[src/hw/rtl/sndig_pkg.sv]
// ----------------------------------------------------------------------------
// sndig_pkg
// Shared types, codes and defaults of the strided n-d index generator.
// ----------------------------------------------------------------------------
package sndig_pkg;

  localparam int MAX_DIMS_DEF   = 4;
  localparam int INDEX_BITS_DEF = 16;
  localparam int QUEUE_DEPTH    = 2;
  localparam int DIM_SLOTS      = 4;
  localparam int CFG_IDX_W      = 3;
  localparam int CFG_DATA_W     = 64;

  // request codes
  localparam logic [1:0] REQ_RESTART   = 2'd0;
  localparam logic [1:0] REQ_STEP      = 2'd1;
  localparam logic [1:0] REQ_LINEARIZE = 2'd2;

  // status codes
  localparam logic [1:0] STAT_OK       = 2'd0;
  localparam logic [1:0] STAT_PAST_END = 2'd1;
  localparam logic [1:0] STAT_RANGE    = 2'd2;

  // configuration register indexes
  localparam logic [CFG_IDX_W-1:0] CFG_NUM_DIMS = 3'd0;
  localparam logic [CFG_IDX_W-1:0] CFG_DIM0     = 3'd1;

  typedef struct packed {
    logic [1:0]  req_type;
    logic [15:0] index_0;
    logic [15:0] index_1;
    logic [15:0] index_2;
    logic [15:0] index_3;
    logic        check_range;
  } in_item_t;

  typedef struct packed {
    logic [15:0] out_index_0;
    logic [15:0] out_index_1;
    logic [15:0] out_index_2;
    logic [15:0] out_index_3;
    logic [63:0] linear_offset;
    logic [1:0]  status;
    logic        last;
  } out_item_t;

  // classified item handed from front to back
  typedef struct packed {
    logic [DIM_SLOTS-1:0][15:0] tuple;
    logic [1:0]                 status;
    logic                       last;
    logic                       do_lin;
  } job_t;

endpackage

[src/hw/rtl/sndig_front.sv]
// ----------------------------------------------------------------------------
// sndig_front
// Accepts items, keeps the iterator state and builds one job per item.
// ----------------------------------------------------------------------------
module sndig_front #(
  parameter int MAX_DIMS   = sndig_pkg::MAX_DIMS_DEF,
  parameter int INDEX_BITS = sndig_pkg::INDEX_BITS_DEF,
  parameter int CW         = $clog2(MAX_DIMS + 1)
) (
  input  logic                         clk,
  input  logic                         rst_n,
  input  logic                         in_valid,
  input  sndig_pkg::in_item_t          in_data,
  input  logic                         q_full,
  input  logic [MAX_DIMS-1:0][63:0]    geom,
  input  logic [CW-1:0]                n_used,
  output logic                         push,
  output sndig_pkg::job_t              job
);
  import sndig_pkg::*;

  logic [MAX_DIMS-1:0][INDEX_BITS-1:0] tuple_r, tuple_nxt;
  logic                                finished_r, finished_nxt;
  logic [DIM_SLOTS-1:0][15:0]          idx_in;

  assign push = in_valid && !q_full;

  assign idx_in[0] = in_data.index_0;
  assign idx_in[1] = in_data.index_1;
  assign idx_in[2] = in_data.index_2;
  assign idx_in[3] = in_data.index_3;

  always_comb begin
    logic                  carry;
    logic                  bad;
    logic [INDEX_BITS:0]   v;
    logic [INDEX_BITS-1:0] t;
    job          = '0;
    tuple_nxt    = tuple_r;
    finished_nxt = finished_r;
    carry        = 1'b1;
    bad          = 1'b0;
    v            = '0;
    t            = '0;
    unique case (in_data.req_type)
      REQ_RESTART: begin
        for (int k = 0; k < MAX_DIMS; k++) begin
          if (CW'(k) < n_used) begin
            tuple_nxt[k] = geom[k][32 +: INDEX_BITS];
            job.tuple[k] = 16'(geom[k][32 +: INDEX_BITS]);
          end
        end
        finished_nxt = 1'b0;
        job.do_lin   = 1'b1;
      end
      REQ_STEP: begin
        if (finished_r) begin
          job.status = STAT_PAST_END;
        end else begin
          for (int k = 0; k < MAX_DIMS; k++) begin
            if (CW'(k) < n_used) job.tuple[k] = 16'(tuple_r[k]);
          end
          job.do_lin = 1'b1;
          // odometer: rightmost dimension in use first, carry ripples left
          for (int k = MAX_DIMS - 1; k >= 0; k--) begin
            if (CW'(k) < n_used && carry) begin
              v = {1'b0, tuple_r[k]} + {1'b0, geom[k][0 +: INDEX_BITS]};
              if (v > {1'b0, geom[k][16 +: INDEX_BITS]}) begin
                tuple_nxt[k] = geom[k][32 +: INDEX_BITS];
              end else begin
                tuple_nxt[k] = v[INDEX_BITS-1:0];
                carry        = 1'b0;
              end
            end
          end
          if (carry) begin
            finished_nxt = 1'b1;
            job.last     = 1'b1;
          end
        end
      end
      REQ_LINEARIZE: begin
        for (int k = 0; k < MAX_DIMS; k++) begin
          if (CW'(k) < n_used) begin
            t            = idx_in[k][INDEX_BITS-1:0];
            job.tuple[k] = 16'(t);
            if (16'(t) >= geom[k][63:48]) bad = 1'b1;
          end
        end
        if (in_data.check_range && bad) job.status = STAT_RANGE;
        else                            job.do_lin = 1'b1;
      end
      default: begin
        job = '0;
      end
    endcase
  end

  always_ff @(posedge clk) begin
    if (!rst_n) begin
      tuple_r    <= '0;
      finished_r <= 1'b1;
    end else if (push) begin
      tuple_r    <= tuple_nxt;
      finished_r <= finished_nxt;
    end
  end

endmodule

[src/hw/rtl/sndig_queue.sv]
// ----------------------------------------------------------------------------
// sndig_queue
// Short register queue of jobs between the front and the back.
// ----------------------------------------------------------------------------
module sndig_queue #(
  parameter int DEPTH = sndig_pkg::QUEUE_DEPTH
) (
  input  logic            clk,
  input  logic            rst_n,
  input  logic            push,
  input  sndig_pkg::job_t push_data,
  input  logic            pop,
  output sndig_pkg::job_t head,
  output logic            full,
  output logic            empty
);
  import sndig_pkg::*;

  localparam int PW = (DEPTH > 1) ? $clog2(DEPTH) : 1;
  localparam int NW = $clog2(DEPTH + 1);

  job_t          mem_r [DEPTH];
  logic [PW-1:0] wr_ptr_r, rd_ptr_r;
  logic [NW-1:0] count_r;

  assign full  = (count_r == NW'(DEPTH));
  assign empty = (count_r == '0);
  assign head  = mem_r[rd_ptr_r];

  always_ff @(posedge clk) begin
    if (push) mem_r[wr_ptr_r] <= push_data;
  end

  always_ff @(posedge clk) begin
    if (!rst_n) begin
      wr_ptr_r <= '0;
      rd_ptr_r <= '0;
      count_r  <= '0;
    end else begin
      if (push) wr_ptr_r <= (wr_ptr_r == PW'(DEPTH - 1)) ? '0 : wr_ptr_r + 1'b1;
      if (pop)  rd_ptr_r <= (rd_ptr_r == PW'(DEPTH - 1)) ? '0 : rd_ptr_r + 1'b1;
      if (push && !pop)      count_r <= count_r + 1'b1;
      else if (pop && !push) count_r <= count_r - 1'b1;
    end
  end

endmodule

[src/hw/rtl/sndig_back.sv]
// ----------------------------------------------------------------------------
// sndig_back
// Row-major offset unit: one multiply-accumulate per dimension after the
// first, then the output register.
// ----------------------------------------------------------------------------
module sndig_back #(
  parameter int MAX_DIMS = sndig_pkg::MAX_DIMS_DEF,
  parameter int CW       = $clog2(MAX_DIMS + 1)
) (
  input  logic                      clk,
  input  logic                      rst_n,
  input  sndig_pkg::job_t           head,
  input  logic                      q_empty,
  output logic                      pop,
  input  logic [MAX_DIMS-1:0][63:0] geom,
  input  logic [CW-1:0]             n_used,
  output logic                      out_valid,
  input  logic                      out_stall,
  output sndig_pkg::out_item_t      out_data
);
  import sndig_pkg::*;

  job_t          job_r;
  logic [63:0]   off_r;
  logic [CW-1:0] cnt_r;
  logic          busy_r;
  logic          out_valid_r;
  out_item_t     out_r;

  logic [1:0]    sel;
  logic [15:0]   size_sel;
  logic [47:0]   prod_lo;
  logic [31:0]   prod_hi;
  logic [63:0]   mac;
  logic          lin_done, out_free, finish;

  assign sel = 2'(cnt_r);

  always_comb begin
    size_sel = '0;
    for (int k = 0; k < MAX_DIMS; k++) begin
      if (sel == 2'(k)) size_sel = geom[k][63:48];
    end
  end

  // 64x16 product split in two 32x16 halves, upper half wraps mod 2^64
  assign prod_lo = 48'(size_sel) * 48'(off_r[31:0]);
  assign prod_hi = 32'(size_sel) * off_r[63:32];
  assign mac     = {prod_hi, 32'b0} + 64'(prod_lo) + 64'(job_r.tuple[sel]);

  assign lin_done = !job_r.do_lin || (cnt_r >= n_used);
  assign out_free = !out_valid_r || !out_stall;
  assign finish   = busy_r && lin_done && out_free;
  assign pop      = !q_empty && (!busy_r || finish);

  always_ff @(posedge clk) begin
    if (!rst_n) begin
      busy_r      <= 1'b0;
      out_valid_r <= 1'b0;
    end else begin
      if (pop)         busy_r <= 1'b1;
      else if (finish) busy_r <= 1'b0;
      if (finish)          out_valid_r <= 1'b1;
      else if (!out_stall) out_valid_r <= 1'b0;
    end
  end

  always_ff @(posedge clk) begin
    if (pop) begin
      job_r <= head;
      off_r <= 64'(head.tuple[0]);
      cnt_r <= CW'(1);
    end else if (busy_r && !lin_done) begin
      off_r <= mac;
      cnt_r <= cnt_r + 1'b1;
    end
    if (finish) begin
      out_r.out_index_0   <= job_r.tuple[0];
      out_r.out_index_1   <= job_r.tuple[1];
      out_r.out_index_2   <= job_r.tuple[2];
      out_r.out_index_3   <= job_r.tuple[3];
      out_r.linear_offset <= job_r.do_lin ? off_r : 64'd0;
      out_r.status        <= job_r.status;
      out_r.last          <= job_r.last;
    end
  end

  assign out_valid = out_valid_r;
  assign out_data  = out_r;

endmodule

[src/hw/rtl/strided_nd_index_generator.sv]
// ----------------------------------------------------------------------------
// strided_nd_index_generator
// Strided n-d odometer with row-major linearizer.
// ----------------------------------------------------------------------------
//  channel | direction | ports                               | payload
//  in      | input     | in_valid, in_stall, in_data         | in_item_t
//  out     | output    | out_valid, out_stall, out_data      | out_item_t
//  cfg     | input     | cfg_we, cfg_index, cfg_wdata        | 64-bit register
//
//  the front takes one item per cycle while the two-entry job queue has room
//  the offset unit pops the next job only as it finishes the current one; it
//  does one load and n-1 multiply-accumulates (n = dimensions in use), and
//  items without an offset skip the multiply-accumulates
//  reset is synchronous, active low; no clearing pass is needed
//  out_stall holds the output register and the offset unit; the front
//  keeps accepting until the queue fills
// ----------------------------------------------------------------------------
module strided_nd_index_generator #(
  parameter int MAX_DIMS   = sndig_pkg::MAX_DIMS_DEF,
  parameter int INDEX_BITS = sndig_pkg::INDEX_BITS_DEF
) (
  input  logic                                clk,
  input  logic                                rst_n,
  input  logic                                in_valid,
  output logic                                in_stall,
  input  sndig_pkg::in_item_t                 in_data,
  output logic                                out_valid,
  input  logic                                out_stall,
  output sndig_pkg::out_item_t                out_data,
  input  logic                                cfg_we,
  input  logic [sndig_pkg::CFG_IDX_W-1:0]     cfg_index,
  input  logic [sndig_pkg::CFG_DATA_W-1:0]    cfg_wdata
);
  import sndig_pkg::*;

  localparam int CW = $clog2(MAX_DIMS + 1);

  logic [2:0]                num_dims_r;
  logic [MAX_DIMS-1:0][63:0] geom_r;
  logic [CW-1:0]             n_used;
  logic                      push, pop, q_full, q_empty;
  job_t                      job, head;

  always_ff @(posedge clk) begin
    if (!rst_n) begin
      num_dims_r <= 3'd1;
      geom_r     <= '0;
    end else if (cfg_we) begin
      if (cfg_index == CFG_NUM_DIMS) num_dims_r <= cfg_wdata[2:0];
      for (int k = 0; k < MAX_DIMS; k++) begin
        if (cfg_index == CFG_DIM0 + CFG_IDX_W'(k)) geom_r[k] <= cfg_wdata;
      end
    end
  end

  // zero dimensions act as one, too many act as the maximum
  always_comb begin
    if (num_dims_r == 3'd0)                n_used = CW'(1);
    else if (num_dims_r > 3'(MAX_DIMS))    n_used = CW'(MAX_DIMS);
    else                                   n_used = CW'(num_dims_r);
  end

  assign in_stall = q_full;

  sndig_front #(
    .MAX_DIMS   (MAX_DIMS),
    .INDEX_BITS (INDEX_BITS),
    .CW         (CW)
  ) u_front (
    .clk      (clk),
    .rst_n    (rst_n),
    .in_valid (in_valid),
    .in_data  (in_data),
    .q_full   (q_full),
    .geom     (geom_r),
    .n_used   (n_used),
    .push     (push),
    .job      (job)
  );

  sndig_queue #(
    .DEPTH (QUEUE_DEPTH)
  ) u_queue (
    .clk       (clk),
    .rst_n     (rst_n),
    .push      (push),
    .push_data (job),
    .pop       (pop),
    .head      (head),
    .full      (q_full),
    .empty     (q_empty)
  );

  sndig_back #(
    .MAX_DIMS (MAX_DIMS),
    .CW       (CW)
  ) u_back (
    .clk       (clk),
    .rst_n     (rst_n),
    .head      (head),
    .q_empty   (q_empty),
    .pop       (pop),
    .geom      (geom_r),
    .n_used    (n_used),
    .out_valid (out_valid),
    .out_stall (out_stall),
    .out_data  (out_data)
  );

  // past-end steps carry no offset and never mark last
  a_past_end_clean: assert property (@(posedge clk) disable iff (!rst_n)
    out_valid && out_data.status == STAT_PAST_END |->
      out_data.linear_offset == 64'd0 && !out_data.last)
    else $error("past-end result carries data");

  // out of range items carry no offset
  a_range_no_offset: assert property (@(posedge clk) disable iff (!rst_n)
    out_valid && out_data.status == STAT_RANGE |-> out_data.linear_offset == 64'd0)
    else $error("range error with offset");

  // a wrap is only flagged on a good step
  a_last_ok: assert property (@(posedge clk) disable iff (!rst_n)
    out_valid && out_data.last |-> out_data.status == STAT_OK)
    else $error("last with error status");

  // a queue pop always has a job behind it
  a_pop_nonempty: assert property (@(posedge clk) disable iff (!rst_n)
    pop |-> !q_empty)
    else $error("pop from empty queue");

endmodule

[config.mk]
export PLATFORM = sky130hd
export DESIGN_NAME = strided_nd_index_generator
export DESIGN_NICKNAME = d
export VERILOG_FILES = /design/src/hw/rtl/sndig_pkg.sv /design/src/hw/rtl/sndig_front.sv /design/src/hw/rtl/sndig_queue.sv /design/src/hw/rtl/sndig_back.sv /design/src/hw/rtl/strided_nd_index_generator.sv
export SDC_FILE = /design/constraint.sdc
export NUM_CORES = 2
export LEC_CHECK = 0
export ABC_AREA = 1
export BUFFER_PORTS_ARGS = -buffer_cell sky130_fd_sc_hd__buf_4
export CORE_UTILIZATION = 60
export CTS_CLUSTER_DIAMETER = 40
export DETAILED_ROUTE_END_ITERATION = 8
export MAX_ROUTING_LAYER = met4
export PLACE_DENSITY = 0.85
export SYNTH_ARGS = -nofsm -noshare
export SYNTH_HDL_FRONTEND = slang
export SYNTH_SLANG_ARGS = --single-unit
export TNS_END_PERCENT = 30
[constraint.sdc]
create_clock -name clk -period 14.5 [get_ports clk]
set_clock_uncertainty 0.1 [all_clocks]
set_input_delay 1.45 -clock clk [delete_from_list [all_inputs] [get_ports clk]]
set_output_delay 1.45 -clock clk [all_outputs]
set_load 0.01 [all_outputs]
==> metrics.cfg <==
[run_status]
status=finished, violations left
violations=DRC

[clock_tree]
path_clk_slew_ns=0.07
clk_path_buf_depth=3
htree_levels=3
cts_buffers=107
cts_tree=built
ctsResizeCount=0
clock_latency_ns=0.73
hold_buffers=0
postCtsSetupBuffers=0
cts_root_buf=clkbuf_16
cts.sinks=733

[synth]
synth-simple-area-share_pct=15.4
synth_top_family_by_area=adder cells
yosysSeqAreaShare_pct=28.5
synth.area.top_cells=fa_1, edfxtp_1, dfxtp_1
synth_top_cell_by_area=fa_1
synth_adder_area_share_pct=31.8
synth-async-reset-ratio_pct=0
avgSynthCellArea_um2=8.37
yosys_most_used_dff=dfxtp_1
synth_fp_nets=8935
synth_mux_area_share_pct=1.20
synth.top_cell.area_share_pct=23.8
ys_types=63
synth_xor_area_share_pct=1.81
netlist_area_mm2=0.0638
synth_enable_flop_cells=351
postSynthCellCount=7628
ys_warn_count=0
ys_ff_latch=733
synth_compound_area_share_pct=10.5

[pwr]
pwr_density_cell_mw_per_mm2=119
clockPowerShare_pct=32.1
vdd_drop_max_v=0.000105
switching_power_mw=3.23
seqPwrFrac_pct=36.3
p_int_mw=5.14
power.leakage_nw=31.3
swShare_pct=38.6
p_comb_share_pct=31.6

[die]
io-pin-count=272
num_rows=119
chipHeight_um=328
fp.coreArea_mm2=0.105
start_util_pct=60.5
dieArea_mm2=0.108
die_w_um=328

[placement]
hpwlAfterDp_um=170000
place_congestion=1.04
dp_slack_ns=3.99
place_area_mm2=0.0668
placedCellCount=9010
port_buffers=271

[detailed_routing]
viasPerCell=5.93
met1Wirelength_um=83300
drc=36
highest_layer=met4
drtIter0Drc=6986
routedWlPerCell_um=24.0
dr_total_vias=54700
wl_met2_um=96000
final_antenna_net_count=0
wl_met3_um=28300
firstDrtPassIters=9
wl_um=222000

[cells_and_area]
layout.nets=9035
post-route-util_pct=67.0
layout_commonest_cell=nand2_1
n_fill_cell=8513
final_cells=9222
fin_area_mm2=0.0706
drive_gt1_share_pct=8.38
area_growth_pct=10.6
layout_common_cells=nand2_1, inv_1, fa_1

[job]
maxCapViolations=0

[timing]
grt_setup_unrepaired=false
period_needed_ns=10.77
slew_violations=0
period_share_pct=74.3
setup_ws_ns=3.73
setup-tns-final_ns=0
final_hold_viol_count=0
setup_viol=0
slew-limit-headroom_pct=12.6
max_slew.worst_pin.slew_ns=1.30
fmax_mhz=92.8

[setup_path]
worst-r2r-cell-count=36
critPathMaxFanout=45
setup.worst_path.start_class=register
critical_path.top_delay_family=adder cells
critPathMaxStageDelay_ns=0.59
cp_common_cell=fa_1
cp.required_ns=14.98
worst-path-buf-inv=8
critPathCaptureType=register
cp.depth=36
cp_slowest_cell=ha_1
setup.worst_path.class=register to register
cp.arrival_ns=11.25

[global_routing]
grt_overflow=0
grt_pass1_vias=54500
grt_max_degree=129
grt.total_usage_pct=42.7
antenna_found_initial=7
grt_pass1_wl_um=331000

[min_path]
hp-class=register to register
hold_depth=0

[path summary, 6_finish.rpt]
check | start | to | slack, ns
setup / recovery | u_back.cnt_r[0] | u_back.off_r[59] | 3.73
hold / removal | u_back.job_r[58] | u_back.out_data[73] | 0.35
setup reg to reg | u_back.cnt_r[0] | u_back.off_r[59] | 3.73
hold reg to reg | u_back.job_r[58] | u_back.out_data[73] | 0.35
[cell families (layout without fill, tap and decap cells)]
kind of cell	count (synthesis)	after routing
multiplexers	68	68
flip-flops	733	733
buffers and inverters	1821	2013
XOR/XNOR	129	129
adder cells (fa/ha/maj)	1168	1168
AO/OA/AOI/OAI	1233	1233
AND/OR/NAND/NOR	2476	2476
other	0	11
[power groups by stage]
stage	combinational [mW]	clock (mW)	sequential, mW
after floorplan	1.56	0	2.92
after global routing	2.83	2.78	3.05
final	2.64	2.69	3.04
after detailed placement	2.52	0	3.05
after CTS	2.57	2.69	3.02
after global placement	2.46	0	3.04
[per-layer routing]
metal  up-vias  GRT usage (%)
li1      24100              -
met4         0           22.0
met3       823           10.3
met2      3426           62.7
met5         -              -
met1     26400           54.9
[layout make-up]
cell class	instances	area [um2]	area share, %
Multi-Input combinational cell	5074	38900	55.1
Tap cell	1391	1740	2.47
Inverter	1481	5560	7.87
Sequential cell	733	18200	25.8
Clock buffer	124	2800	3.97
Timing Repair Buffer	331	2490	3.53
Clock inverter	77	923	1.31
Antenna cell	11	27.5	0.0390
[synthesized netlist by cell type, types with 3 or more instances]
master,count
xor2_2,3
nand4_1,36
o22ai_1,5
o21bai_1,18
a31oi_1,65
o31ai_1,5
a21o_1,15
nor3_1,35
inv_2,6
or2_2,3
xnor2_1,41
o21ai_1,16
nand3b_1,6
mux2_2,68
buf_1,29
dfxtp_1,382
o21ai_2,4
a32o_1,13
a21oi_1,568
nand3_2,3
o21a_1,11
inv_1,1463
nor4_1,15
buf_2,15
clkinv_1,12
edfxtp_1,351
o2111ai_1,6
nand2_4,4
o211ai_1,16
nor2_1,698
ha_1,410
nand2_2,12
o221ai_1,4
buf_6,6
buf_4,3
clkbuf_1,287
a211oi_1,5
o21ai_0,450
a221oi_1,16
nand3_1,154
nand2_1,1499
xor2_1,85
fa_1,758
a21boi_0,3
[stage by stage]
| step | hold slack, ns | power [mW] |
|---|---|---|
| after CTS | 0.352 | 8.27 |
| after floorplan | 0.300 | 4.47 |
| after detailed placement | 0.306 | 5.57 |
| after global routing | 0.359 | 8.65 |
| after global placement | 0.326 | 5.50 |
| final | 0.352 | 8.37 |
[flip-flops by register name, summed over array words and instances (netlist names), named ones only]
signal and count:
u_queue.count_r 2, u_back.out_valid 1, u_back.job_r 68, u_back.cnt_r 3, u_front.finished_r 1, u_queue.mem_r 136
u_front.tuple_r 64, u_back.out_data 131, u_queue.wr_ptr_r 1, u_back.busy_r 1, u_queue.rd_ptr_r 1, num_dims_r 3
u_back.off_r 64, geom_r 256
(Power assumes the default switching activity.)
